## src/rtl/core/pkst_pkg.sv

```systemverilog
// pkst_pkg: shared types and constants of the port knock sequence tracker
// no dependencies; used by pkst_ctrl, pkst_dp and port_knock_sequence_tracker

package pkst_pkg;

	localparam int ADDR_W     = 32;
	localparam int PORT_W     = 16;
	localparam int STAMP_W    = 32;
	localparam int WIN_W      = 8;
	localparam int TMO_W      = 16;
	localparam int OP_W       = 3;
	localparam int STAGE_W    = 2;
	localparam int CNT_W      = 7;
	localparam int CFG_IDX_W  = 3;
	localparam int CFG_DATA_W = 16;

	// opcodes
	localparam logic [OP_W-1:0] OP_KNOCK  = 3'd0;
	localparam logic [OP_W-1:0] OP_QUERY  = 3'd1;
	localparam logic [OP_W-1:0] OP_REMOVE = 3'd2;
	localparam logic [OP_W-1:0] OP_FLUSH  = 3'd3;
	localparam logic [OP_W-1:0] OP_TICK   = 3'd4;

	// configuration register indexes
	localparam logic [CFG_IDX_W-1:0] CFG_FIRST_PORT     = 3'd0;
	localparam logic [CFG_IDX_W-1:0] CFG_SECOND_PORT    = 3'd1;
	localparam logic [CFG_IDX_W-1:0] CFG_THIRD_PORT     = 3'd2;
	localparam logic [CFG_IDX_W-1:0] CFG_STEP_WINDOW    = 3'd3;
	localparam logic [CFG_IDX_W-1:0] CFG_EXPIRY_TIMEOUT = 3'd4;

	// configuration reset values
	localparam logic [PORT_W-1:0] RST_FIRST_PORT     = 16'd7000;
	localparam logic [PORT_W-1:0] RST_SECOND_PORT    = 16'd8000;
	localparam logic [PORT_W-1:0] RST_THIRD_PORT     = 16'd9000;
	localparam logic [WIN_W-1:0]  RST_STEP_WINDOW    = 8'd5;
	localparam logic [TMO_W-1:0]  RST_EXPIRY_TIMEOUT = 16'd30;

	// knock stages
	localparam logic [STAGE_W-1:0] STAGE_NONE   = 2'd0;
	localparam logic [STAGE_W-1:0] STAGE_FIRST  = 2'd1;
	localparam logic [STAGE_W-1:0] STAGE_SECOND = 2'd2;
	localparam logic [STAGE_W-1:0] STAGE_AUTH   = 2'd3;

	localparam logic [CNT_W-1:0] CNT_MAX = 7'd127;

	// one client table entry
	typedef struct packed {
		logic               valid;
		logic [STAGE_W-1:0] stage;
		logic [ADDR_W-1:0]  addr;
		logic [STAMP_W-1:0] stamp;
	} entry_t;

	// controller to datapath
	typedef struct packed {
		logic clear;    // write an empty entry at the sweep index
		logic idx_clr;  // restart the sweep index
		logic load;     // capture the input transfer
		logic scan;     // read the entry at the sweep index
		logic finish;   // apply the result and load the output register
	} pkst_cmd_t;

	// datapath to controller
	typedef struct packed {
		logic idx_last; // sweep index sits on the last entry
		logic op_scan;  // offered opcode needs a table sweep
	} pkst_sts_t;

endpackage

```

## src/rtl/core/pkst_ctrl.sv

```systemverilog
// pkst_ctrl: sequencing state machine of the port knock sequence tracker
// depends on pkst_pkg; drives pkst_dp through pkst_cmd_t

module pkst_ctrl (
	input  logic                clk,
	input  logic                arst_n,
	input  logic                in_valid,
	output logic                in_ready,
	output logic                out_valid,
	input  logic                out_ready,
	input  pkst_pkg::pkst_sts_t sts,
	output pkst_pkg::pkst_cmd_t cmd
);

	typedef enum logic [2:0] {
		S_CLEAR,
		S_IDLE,
		S_SCAN,
		S_DRAIN,
		S_FINISH
	} state_t;

	state_t state_q;
	logic   out_valid_q;
	logic   out_room;

	assign out_room  = !out_valid_q || out_ready;
	assign in_ready  = (state_q == S_IDLE);
	assign out_valid = out_valid_q;

	always_comb begin
		cmd = '0;
		case (state_q)
			S_CLEAR: begin
				cmd.clear   = 1'b1;
				cmd.idx_clr = sts.idx_last;
			end
			S_IDLE: begin
				cmd.load    = in_valid;
				cmd.idx_clr = in_valid;
			end
			S_SCAN: begin
				cmd.scan = 1'b1;
			end
			S_DRAIN: begin
				cmd = '0;
			end
			S_FINISH: begin
				cmd.finish = out_room;
			end
			default: begin
				cmd = '0;
			end
		endcase
	end

	always_ff @(posedge clk or negedge arst_n) begin
		if (!arst_n) begin
			state_q     <= S_CLEAR;
			out_valid_q <= 1'b0;
		end else begin
			if (cmd.finish) begin
				out_valid_q <= 1'b1;
			end else if (out_ready) begin
				out_valid_q <= 1'b0;
			end
			case (state_q)
				S_CLEAR: begin
					if (sts.idx_last) state_q <= S_IDLE;
				end
				S_IDLE: begin
					if (in_valid) state_q <= sts.op_scan ? S_SCAN : S_FINISH;
				end
				S_SCAN: begin
					if (sts.idx_last) state_q <= S_DRAIN;
				end
				S_DRAIN: begin
					state_q <= S_FINISH;
				end
				S_FINISH: begin
					if (out_room) state_q <= S_IDLE;
				end
				default: begin
					state_q <= S_IDLE;
				end
			endcase
		end
	end

endmodule

```

## src/rtl/core/pkst_dp.sv

```systemverilog
// pkst_dp: client table memory, sweep logic, knock decision and result register
// depends on pkst_pkg; sequenced by pkst_ctrl

module pkst_dp #(
	parameter int TABLE_ENTRIES = 64
) (
	input  logic                                clk,
	input  logic                                arst_n,
	input  logic                                cfg_write_en,
	input  logic [pkst_pkg::CFG_IDX_W-1:0]      cfg_index,
	input  logic [pkst_pkg::CFG_DATA_W-1:0]     cfg_data,
	input  logic [pkst_pkg::OP_W-1:0]           opcode,
	input  logic [pkst_pkg::ADDR_W-1:0]         client_address,
	input  logic [pkst_pkg::PORT_W-1:0]         port_number,
	input  pkst_pkg::pkst_cmd_t                 cmd,
	output pkst_pkg::pkst_sts_t                 sts,
	output logic                                accepted,
	output logic [pkst_pkg::STAGE_W-1:0]        stage_now,
	output logic                                table_full,
	output logic [pkst_pkg::CNT_W-1:0]          expired_count
);

	localparam int IDX_W = $clog2(TABLE_ENTRIES);
	localparam logic [IDX_W-1:0] IDX_LAST = IDX_W'(TABLE_ENTRIES - 1);

	// configuration and time
	logic [pkst_pkg::PORT_W-1:0]  first_port_q, second_port_q, third_port_q;
	logic [pkst_pkg::WIN_W-1:0]   step_window_q;
	logic [pkst_pkg::TMO_W-1:0]   expiry_timeout_q;
	logic [pkst_pkg::STAMP_W-1:0] seconds_q;

	// captured item
	logic [pkst_pkg::OP_W-1:0]   op_q;
	logic [pkst_pkg::ADDR_W-1:0] addr_q;
	logic [pkst_pkg::PORT_W-1:0] port_q;

	// sweep
	logic [IDX_W-1:0]  idx_q;
	logic              chk_s1;
	logic [IDX_W-1:0]  idx_s1;
	pkst_pkg::entry_t  rd_s1;
	pkst_pkg::entry_t  mem [TABLE_ENTRIES];

	// lookup results
	logic                          found_q, free_q;
	logic [IDX_W-1:0]              k_q, f_q;
	logic [pkst_pkg::STAGE_W-1:0]  kstage_q;
	logic [pkst_pkg::STAMP_W-1:0]  kstamp_q;
	logic [pkst_pkg::CNT_W-1:0]    flush_cnt_q;

	// result register
	logic                          accepted_q, table_full_q;
	logic [pkst_pkg::STAGE_W-1:0]  stage_now_q;
	logic [pkst_pkg::CNT_W-1:0]    expired_count_q;

	logic                          hit, hole, stale;
	logic [pkst_pkg::STAMP_W-1:0]  rd_age, k_age;
	logic                          is_first, is_second, is_third, advance;
	logic [pkst_pkg::STAGE_W-1:0]  need;
	logic                          fin_we;
	logic [IDX_W-1:0]              fin_idx;
	pkst_pkg::entry_t              fin_entry;
	logic                          res_acc, res_full;
	logic [pkst_pkg::STAGE_W-1:0]  res_stage;
	logic                          mem_we;
	logic [IDX_W-1:0]              mem_waddr;
	pkst_pkg::entry_t              mem_wdata;

	assign sts.idx_last = (idx_q == IDX_LAST);
	assign sts.op_scan  = (opcode == pkst_pkg::OP_KNOCK) || (opcode == pkst_pkg::OP_QUERY) ||
		(opcode == pkst_pkg::OP_REMOVE) || (opcode == pkst_pkg::OP_FLUSH);

	// per-entry checks on the registered read
	assign hit    = chk_s1 && rd_s1.valid && (rd_s1.addr == addr_q);
	assign hole   = chk_s1 && !rd_s1.valid;
	assign rd_age = seconds_q - rd_s1.stamp;
	assign stale  = chk_s1 && (op_q == pkst_pkg::OP_FLUSH) && rd_s1.valid &&
		(rd_age > pkst_pkg::STAMP_W'(expiry_timeout_q));

	// knock decision
	assign k_age     = seconds_q - kstamp_q;
	assign is_first  = (port_q == first_port_q);
	assign is_second = (port_q == second_port_q);
	assign is_third  = (port_q == third_port_q);

	always_comb begin
		if (is_second) begin
			need = pkst_pkg::STAGE_FIRST;
		end else if (is_third) begin
			need = pkst_pkg::STAGE_SECOND;
		end else begin
			need = pkst_pkg::STAGE_NONE;
		end
	end

	assign advance = found_q && (need != pkst_pkg::STAGE_NONE) && (kstage_q == need) &&
		(k_age < pkst_pkg::STAMP_W'(step_window_q));

	always_comb begin
		fin_we    = 1'b0;
		fin_idx   = k_q;
		fin_entry = '{valid: 1'b1, stage: pkst_pkg::STAGE_FIRST, addr: addr_q,
			stamp: seconds_q};
		res_acc   = 1'b0;
		res_stage = pkst_pkg::STAGE_NONE;
		res_full  = 1'b0;
		case (op_q)
			pkst_pkg::OP_KNOCK: begin
				if (is_first) begin
					// start or restart, reusing the client's entry when there is one
					if (found_q || free_q) begin
						fin_we    = 1'b1;
						fin_idx   = found_q ? k_q : f_q;
						res_acc   = 1'b1;
						res_stage = pkst_pkg::STAGE_FIRST;
					end else begin
						res_full = 1'b1;
					end
				end else if (advance) begin
					fin_we          = 1'b1;
					fin_entry.stage = need + pkst_pkg::STAGE_W'(1);
					res_acc         = 1'b1;
					res_stage       = need + pkst_pkg::STAGE_W'(1);
				end else if (found_q) begin
					// wrong knock drops the client
					fin_we          = 1'b1;
					fin_entry.valid = 1'b0;
				end
			end
			pkst_pkg::OP_QUERY: begin
				res_stage = found_q ? kstage_q : pkst_pkg::STAGE_NONE;
			end
			pkst_pkg::OP_REMOVE: begin
				fin_we          = found_q;
				fin_entry.valid = 1'b0;
			end
			default: begin
				fin_we = 1'b0;
			end
		endcase
	end

	// single write port: clearing pass, flush invalidation, or final update
	always_comb begin
		mem_we    = 1'b0;
		mem_waddr = idx_q;
		mem_wdata = '0;
		if (cmd.clear) begin
			mem_we = 1'b1;
		end else if (stale) begin
			mem_we          = 1'b1;
			mem_waddr       = idx_s1;
			mem_wdata       = rd_s1;
			mem_wdata.valid = 1'b0;
		end else if (cmd.finish && fin_we) begin
			mem_we    = 1'b1;
			mem_waddr = fin_idx;
			mem_wdata = fin_entry;
		end
	end

	always_ff @(posedge clk) begin
		if (mem_we) mem[mem_waddr] <= mem_wdata;
		if (cmd.scan) begin
			rd_s1  <= mem[idx_q];
			idx_s1 <= idx_q;
		end
	end

	// payload registers
	always_ff @(posedge clk) begin
		if (cmd.load) begin
			op_q   <= opcode;
			addr_q <= client_address;
			port_q <= port_number;
		end
		if (hit && !found_q) begin
			k_q      <= idx_s1;
			kstage_q <= rd_s1.stage;
			kstamp_q <= rd_s1.stamp;
		end
		if (hole && !free_q) f_q <= idx_s1;
		if (cmd.finish) begin
			accepted_q      <= res_acc;
			stage_now_q     <= res_stage;
			table_full_q    <= res_full;
			expired_count_q <= flush_cnt_q;
		end
	end

	always_ff @(posedge clk or negedge arst_n) begin
		if (!arst_n) begin
			first_port_q     <= pkst_pkg::RST_FIRST_PORT;
			second_port_q    <= pkst_pkg::RST_SECOND_PORT;
			third_port_q     <= pkst_pkg::RST_THIRD_PORT;
			step_window_q    <= pkst_pkg::RST_STEP_WINDOW;
			expiry_timeout_q <= pkst_pkg::RST_EXPIRY_TIMEOUT;
			seconds_q        <= '0;
			idx_q            <= '0;
			chk_s1           <= 1'b0;
			found_q          <= 1'b0;
			free_q           <= 1'b0;
			flush_cnt_q      <= '0;
		end else begin
			if (cfg_write_en) begin
				case (cfg_index)
					pkst_pkg::CFG_FIRST_PORT:     first_port_q     <= cfg_data;
					pkst_pkg::CFG_SECOND_PORT:    second_port_q    <= cfg_data;
					pkst_pkg::CFG_THIRD_PORT:     third_port_q     <= cfg_data;
					pkst_pkg::CFG_STEP_WINDOW:    step_window_q    <= cfg_data[pkst_pkg::WIN_W-1:0];
					pkst_pkg::CFG_EXPIRY_TIMEOUT: expiry_timeout_q <= cfg_data;
					default: ;
				endcase
			end
			if (cmd.finish && (op_q == pkst_pkg::OP_TICK)) seconds_q <= seconds_q + 1'b1;
			if (cmd.idx_clr) begin
				idx_q <= '0;
			end else if (cmd.clear || cmd.scan) begin
				idx_q <= idx_q + 1'b1;
			end
			chk_s1 <= cmd.scan;
			if (cmd.load) begin
				found_q     <= 1'b0;
				free_q      <= 1'b0;
				flush_cnt_q <= '0;
			end else begin
				if (hit) found_q <= 1'b1;
				if (hole) free_q <= 1'b1;
				if (stale && (flush_cnt_q != pkst_pkg::CNT_MAX)) flush_cnt_q <= flush_cnt_q + 1'b1;
			end
		end
	end

	assign accepted      = accepted_q;
	assign stage_now     = stage_now_q;
	assign table_full    = table_full_q;
	assign expired_count = expired_count_q;

endmodule

```

## src/rtl/core/port_knock_sequence_tracker.sv

```systemverilog
// port_knock_sequence_tracker: top level of the three-step port knock tracker
// depends on pkst_pkg, pkst_ctrl and pkst_dp
//
// channel   handshake               payload
// -------   ---------------------   ---------------------------------------------------
// input     in_valid / in_ready     opcode, client_address, port_number
// output    out_valid / out_ready   accepted, stage_now, table_full, expired_count
// config    cfg_write_en            cfg_index, cfg_data (no wait, no read-back)
//
// knock, query, remove and flush sweep the whole client table: it is one memory with a single
// write port, swept one entry per cycle, then a drain state settles the last read and a finish
// state writes the entry and loads the result; tick and unused opcodes go straight to finish
// after reset a clearing pass empties the table; in_ready stays low
// a finished result waits in the output register; the next transfer is still taken and
// swept, only its final update holds until the output register is free

module port_knock_sequence_tracker #(
	parameter int TABLE_ENTRIES = 64
) (
	input  logic                            clk,
	input  logic                            arst_n,
	// configuration writes
	input  logic                            cfg_write_en,
	input  logic [pkst_pkg::CFG_IDX_W-1:0]  cfg_index,
	input  logic [pkst_pkg::CFG_DATA_W-1:0] cfg_data,
	// input items
	input  logic                            in_valid,
	output logic                            in_ready,
	input  logic [pkst_pkg::OP_W-1:0]       opcode,
	input  logic [pkst_pkg::ADDR_W-1:0]     client_address,
	input  logic [pkst_pkg::PORT_W-1:0]     port_number,
	// result items
	output logic                            out_valid,
	input  logic                            out_ready,
	output logic                            accepted,
	output logic [pkst_pkg::STAGE_W-1:0]    stage_now,
	output logic                            table_full,
	output logic [pkst_pkg::CNT_W-1:0]      expired_count
);

	// command and status between sequencer and datapath
	pkst_pkg::pkst_cmd_t cmd;
	pkst_pkg::pkst_sts_t sts;

	// sequencer: clearing pass, table sweep, final update and output handshake
	pkst_ctrl u_ctrl (
		.clk       (clk),
		.arst_n    (arst_n),
		.in_valid  (in_valid),
		.in_ready  (in_ready),
		.out_valid (out_valid),
		.out_ready (out_ready),
		.sts       (sts),
		.cmd       (cmd)
	);

	// datapath: configuration, second counter, client table and result register
	pkst_dp #(
		.TABLE_ENTRIES (TABLE_ENTRIES)
	) u_dp (
		.clk            (clk),
		.arst_n         (arst_n),
		.cfg_write_en   (cfg_write_en),
		.cfg_index      (cfg_index),
		.cfg_data       (cfg_data),
		.opcode         (opcode),
		.client_address (client_address),
		.port_number    (port_number),
		.cmd            (cmd),
		.sts            (sts),
		.accepted       (accepted),
		.stage_now      (stage_now),
		.table_full     (table_full),
		.expired_count  (expired_count)
	);

endmodule

```

## config.mk

```make
export PLATFORM = sky130hd
export DESIGN_NAME = port_knock_sequence_tracker
export DESIGN_NICKNAME = d
export VERILOG_FILES = /design/src/rtl/core/pkst_pkg.sv /design/src/rtl/core/pkst_ctrl.sv /design/src/rtl/core/pkst_dp.sv /design/src/rtl/core/port_knock_sequence_tracker.sv
export SDC_FILE = /design/constraint.sdc
export NUM_CORES = 2
export LEC_CHECK = 0
export ABC_CLOCK_PERIOD_IN_PS = 21000
export BUFFER_PORTS_ARGS = -buffer_cell sky130_fd_sc_hd__buf_2
export CAP_MARGIN = 20
export CORE_MARGIN = 2
export CORE_UTILIZATION = 30
export DETAILED_ROUTE_END_ITERATION = 8
export SLEW_MARGIN = 5
export SYNTH_ARGS = -nofsm -noshare
export SYNTH_HDL_FRONTEND = slang
export SYNTH_MEMORY_MAX_BITS = 65536
export SYNTH_SLANG_ARGS = --single-unit
```

## constraint.sdc

```tcl
create_clock -name clk -period 21 [get_ports clk]
set_input_delay 3.15 -clock clk [delete_from_list [all_inputs] [get_ports clk]]
set_output_delay 3.15 -clock clk [all_outputs]
set_load 0.02 [all_outputs]
```

# Word level (Yosys, flattened, before mapping)
# Memory sizes are Yosys's and may differ from the RTL's. A register that Yosys moved wholly into a read port is not among the register bits.
# Cells that the tools add are included.
# totals
mem_bits_rw,4288
memories,1
inputBits,75
ff_bits,238
# mem_list
memory,depth,word_bits,read_ports,rd_ports_with_merged_regs,wr,line_no,text
u_dp.mem,64,67,1,1,1,pkst_dp.sv:42,pkst_pkg::entry_t mem [TABLE_ENTRIES];
# op_classes
order_cmp,2
eq_ne,26
mux,57
reduce_logical,41
n_addsub,6
# op_table
cell,count
$mux 67,3
$sub 32x32->32,2
$mux 6,9
$eq 16x16->1,3
$add 32x1->32 const B,1
$eq 32x32->1,1
$gt 32x16->1,1
$lt 32x8->1,1
$mux 1,25
$eq 3x2->1 const B,8
$mux 3,6
$pmux 3 s5,1
$logic_and 1x1->1,14
$mux 2,7
$mux 7,2
$eq 3x1->1 const B,4
$logic_not 3->1,4
$reduce_and 2->1,6
$reduce_bool 2->1,6
$eq 3x3->1 const B,3
$add 7x1->7 const B,1
$ne 7x7->1 const B,1
$add 6x1->6 const B,1
$eq 6x6->1 const B,1
9 further kinds,21

# Longest topological paths before layout
# logic_depth
ltp_word,16
mapped_depth,23

# Modules after synthesis
# A second synthesis with hierarchy kept.
# unflattened
cells_unflattened,7802
area_unflattened_um2,179807.4
# modules_own_cells
mod,area_per_inst_um2,cells_each,n_inst,seq_area_each_um2
pkst_dp,179578.5,7777,1,137231.6
pkst_ctrl,229.0,25,1,100.1

# Worst setup path before layout
# No wires, ideal clock.
# synth_path
kind,input-to-reg
startpoint,input port out_ready
endpoint,"memory u_dp.mem[40][0] in the netlist's numbering, enable pin"
n_path_buf,1
t_required_ps,20426
t_arrival_ps,9892
setup_ps,574
path_slack_ps,10534
path_stages,10
cell_sequence,nor2b_1 -> nor2_1 -> and2_1 -> clkbuf_1 -> o21ai_0 -> a221oi_1 -> nor3b_1 -> mux2_2 -> o311ai_2 -> nor3_1
# synth_rtl
item,line_no,text
from (decl),port_knock_sequence_tracker.sv:34,"input logic out_ready,"
to (decl),pkst_dp.sv:42,

# Final worst setup path
# layout_path
startpoint,register u_dp.seconds_q[0] in the netlist's numbering
endpoint,"memory u_dp.mem[40][18] in the netlist's numbering, enable pin"
# layout_via
elab_chain_len,12
# layout_rtl
item,line_no,text
from (decl),pkst_dp.sv:30,logic [pkst_pkg::STAMP_W-1:0] seconds_q;
from (signal assigned),pkst_dp.sv:215,if (cmd.finish && (op_q == pkst_pkg::OP_TICK)) seconds_q <= seconds_q + 1'b1;
$sub 32x32->32,pkst_dp.sv:81,assign k_age = seconds_q - kstamp_q;
$lt 32x8->1,pkst_dp.sv:97,(k_age < pkst_pkg::STAMP_W'(step_window_q));
$logic_and 1x1->1,pkst_dp.sv:96,assign advance = found_q && (need != pkst_pkg::STAGE_NONE) && (kstage_q == need) &&
$mux 1,pkst_dp.sv:119,end else if (advance) begin
$mux 1,pkst_dp.sv:109,if (is_first) begin
$pmux 1 s2,pkst_dp.sv:107,case (op_q)
$logic_and 1x1->1,pkst_dp.sv:155,end else if (cmd.finish && fin_we) begin
$mux 1,pkst_dp.sv:155,
$mux 1,pkst_dp.sv:150,end else if (stale) begin
$mux 1,pkst_dp.sv:148,if (cmd.clear) begin
$mux 1,pkst_dp.sv:163,if (mem_we) mem[mem_waddr] <= mem_wdata;
$mux 1 (implied by the code),pkst_dp.sv:163,
# Parallel ways exist; a longest one is shown, timed or not.

==> impl_metrics.toml <==
[layout]
syn_to_final_growth_pct = 14.8
drive_above_1_share_pct = 31.1
design_area_um2 = 206000
nets = 8385

[yosys]
synth_area_um2 = 180000
syn_nets = 7939
yosysUniqueCellTypes = 89
yosys-top-cells-area = "edfxtp_1, mux4_2, dfrtp_1, ha_1, clkbuf_1"
synth_edf_count = 4469
postSynth.asyncResetShare_pct = 2.70
synth.largest_area_cell = "edfxtp_1"
synth_ff_type = "edfxtp_1"
ys_seq_area_share_pct = 76.4
syn_inst = 7774
ys_warn_count = 0
avgSynthCellArea_um2 = 23.1
synth.top_cell.area_share_pct = 74.7
ys_seq_elements = 4593

[clocking]
ctsResizeCount = 0
cts_root_buf = "clkbuf_16"
clk_pin_slew_ns = 0.06
htree_levels = 5
cts-buffers-inserted = 452
cts_buffer_depth = 4
clk_latency_ns = 1.03
clock-sinks = 4593
postCtsHoldBufs = 0
cts_setup_buffers = 0
tritoncts = "done"

[pwr]
p_leak_uw = 0.0579
irDropWorstVdd_v = 0.000113
clkPwrFrac_pct = 29.9
sequentialPowerShare_pct = 43.1
power.internal_uw = 18400
comb_power_share_pct = 27.0
power_density_nw_per_um2 = 128
switching_power_uw = 7960
swShare_pct = 30.2

[floorplanning]
initial_core_util_pct = 30.1
die_y_um = 778
io_pins = 88
die_area_um2 = 605000
die_w_um = 778
coreArea_um2 = 597000
rows = 284

[critical_path]
end_kind = "flip-flop"
arrival_ns = 8.71
critPathRequiredTime_ns = 21.62
rr_worst_depth = 22
reg2reg_from = "u_dp.seconds_q[0]"
crit_type = "flip-flop to flip-flop"
path_max_fanout = 44
crit_start = "u_dp.seconds_q[0]"
cp-start-kind = "flip-flop"

[placement]
dpl.hpwl_mm = 279
dpl_cell_area_um2 = 192000
gp_congestion = 0.809
io_buffers = 87

[timing]
clock_skew_ns = 0.0720
finalSetupViolations = 0
fin_crit_ns = 8.09
finalMaxSlewViolations = 0
setup-tns-final_ns = 0
worst_pin_slew_ns = 1.14
rsz0062_at_grt = "no"
worst_slew_margin_rel_pct = 24.0
post-route-period-util_pct = 38.5
hold_violations = 0
hold_ws_ns = 0.482
max_freq_mhz = 124

[route]
drt-wirelength-per-cell_um = 29.6
drtIter0Drc = 12100
first_pass_iters = 6
wirelength_mm = 492
antenna_left = 0
vias_per_cell = 5.21
drc_errors = 0
num_vias = 86500

[global_route]
grt_pass1_wl_mm = 689
grt_overflow = 0
grt_pass1_vias = 87300
grt_usage_pct = 15.8
antenna_found_initial = 37
grt_max_degree = 137

[job]
drv_cap = 0

[min_path]
whs_path_depth = 0
hp-start = "u_dp.rd_s1[13]"
hold_path.class = "flip-flop to flip-flop"

[outcome]
status = "completed"
power by group through the flow:
stage | clock network [µW] | logic, µW | registers (µW)
2_1_floorplan | 0 | 4550 | 11400
3_5_place_dp | 0 | 7220 | 11500
3_3_place_gp | 0 | 7200 | 11500
4_1_cts | 8020 | 7240 | 11300
5_1_grt | 8370 | 7450 | 11400
6_report | 7890 | 7120 | 11300
flip-flops by register name, summed over array words and instances (netlist names), 2 cells and up:
signal                 count
u_dp.expired_count         7
u_dp.mem                4288
u_dp.f_q                   6
u_dp.seconds_q            32
u_dp.idx_q                 6
u_dp.op_q                  3
u_dp.first_port_q         16
u_dp.kstamp_q             32
u_dp.third_port_q         16
u_dp.second_port_q        16
u_dp.flush_cnt_q           7
u_dp.idx_s1                6
u_dp.k_q                   6
u_ctrl.state_q             3
u_dp.stage_now             2
u_dp.rd_s1                67
u_dp.kstage_q              2
u_dp.addr_q               32
u_dp.expiry_timeout_q     16
u_dp.step_window_q         8
u_dp.port_q               16
final cells by class:
cell class | instances | area [µm²]
fillers | 54500 | 391000
multi-input cells | 2698 | 41500
well taps | 8008 | 10000
flip-flops and latches | 4593 | 137000
clock buffers | 554 | 11900
clock inverters | 271 | 2450
diodes | 17 | 42.5
inverters | 114 | 430
repair buffers | 361 | 2630
cell families after synthesis:
family | synth area share [%]
xor+xnor | 0.755
mux | 18.2
fa+ha+maj | 0.635
flops | 76.4
buf+inv | 1.01
compound gates | 1.50
simple gates | 1.54
critical path, stage by stage (launching register included):
cell       delay (ns)
dfrtp_1          0.44
inv_1            0.13
ha_1             0.24
fa_1             0.43
nor2b_2          0.17
o2111ai_2        0.17
a21oi_1          0.27
nor2_1           0.11
o21ai_0          0.23
xor2_1           0.13
ha_1             0.31
nand4_1          0.14
nor4_1           0.43
nor2_1           0.09
o21ai_0          0.10
o2111ai_1        0.19
or4_1            0.66
nand4bb_1        0.56
a211oi_2         0.64
nor2_1           0.20
nor3_2           0.80
buf_4            0.43
buf_4            0.77
final timing paths:
kind | endpoint | slack [ns]
max | u_dp.mem[40][18] | 12.91
max in group asynchronous | u_dp.idx_q[0] | 17.57
max reg2reg | u_dp.mem[40][18] | 12.91
min reg2reg | u_dp.kstamp_q[13] | 0.48
min in group asynchronous | u_dp.third_port_q[14] | 2.20
min | u_dp.kstamp_q[13] | 0.48
synthesized netlist by cell type (70+ instances only):
library cell  count
buf_1            87
xor2_1           85
xnor2_1          70
clkbuf_1        276
a21oi_1          84
inv_1           114
nor2_1          203
ha_1             88
dfrtp_1         100
mux4_2         1407
nand2_1         125
edfxtp_1       4469
layout by cell type (no fill, tap or decap), types with 15 or more instances in the layout:
cell type	synthesis	routed
clkinv_2	0	83
nor4_1	19	18
a21oi_1	84	82
dfrtp_1	100	94
and3_1	16	16
a22oi_1	66	66
buf_4	1	264
dfstp_2	24	24
nor2_4	0	114
xnor2_1	70	70
o21ai_0	68	68
nor3_1	45	35
xor2_1	85	85
bufinv_16	0	33
edfxtp_1	4469	4469
nand2_1	125	125
a21o_1	26	26
clkinv_1	0	103
mux4_2	1407	1407
nand4_1	37	37
clkbuf_16	0	460
diode_2	0	17
o21bai_1	16	15
a211oi_1	17	16
inv_1	114	113
buf_2	5	86
mux2_2	65	65
mux2i_1	19	19
clkinvlp_4	0	18
nor2_1	203	87
clkbuf_1	276	91
ha_1	88	88
nand3_1	32	32
metrics by stage:
stage                     power (µW)  cells  setup slack, ns  utilization [%]
after floorplan                15900   7774            10.53                -
after global placement         18700  15800            12.59             32.1
after detailed placement       18800  15800            12.74             32.1
after CTS                      26600  16600            12.72             34.5
after global routing           27200  16600            12.55             34.5
final                          26400  16600            12.91             34.5
metal layers:
layer,up-vias,GRT usage [%],wire [µm]
met2,4304,25.9,238000
met3,672,2.76,42500
met1,47400,21.8,197000
met5,-,0,55
li1,34100,-,-
met4,8,4.41,15100
Power figures use the tool's default switching activity.
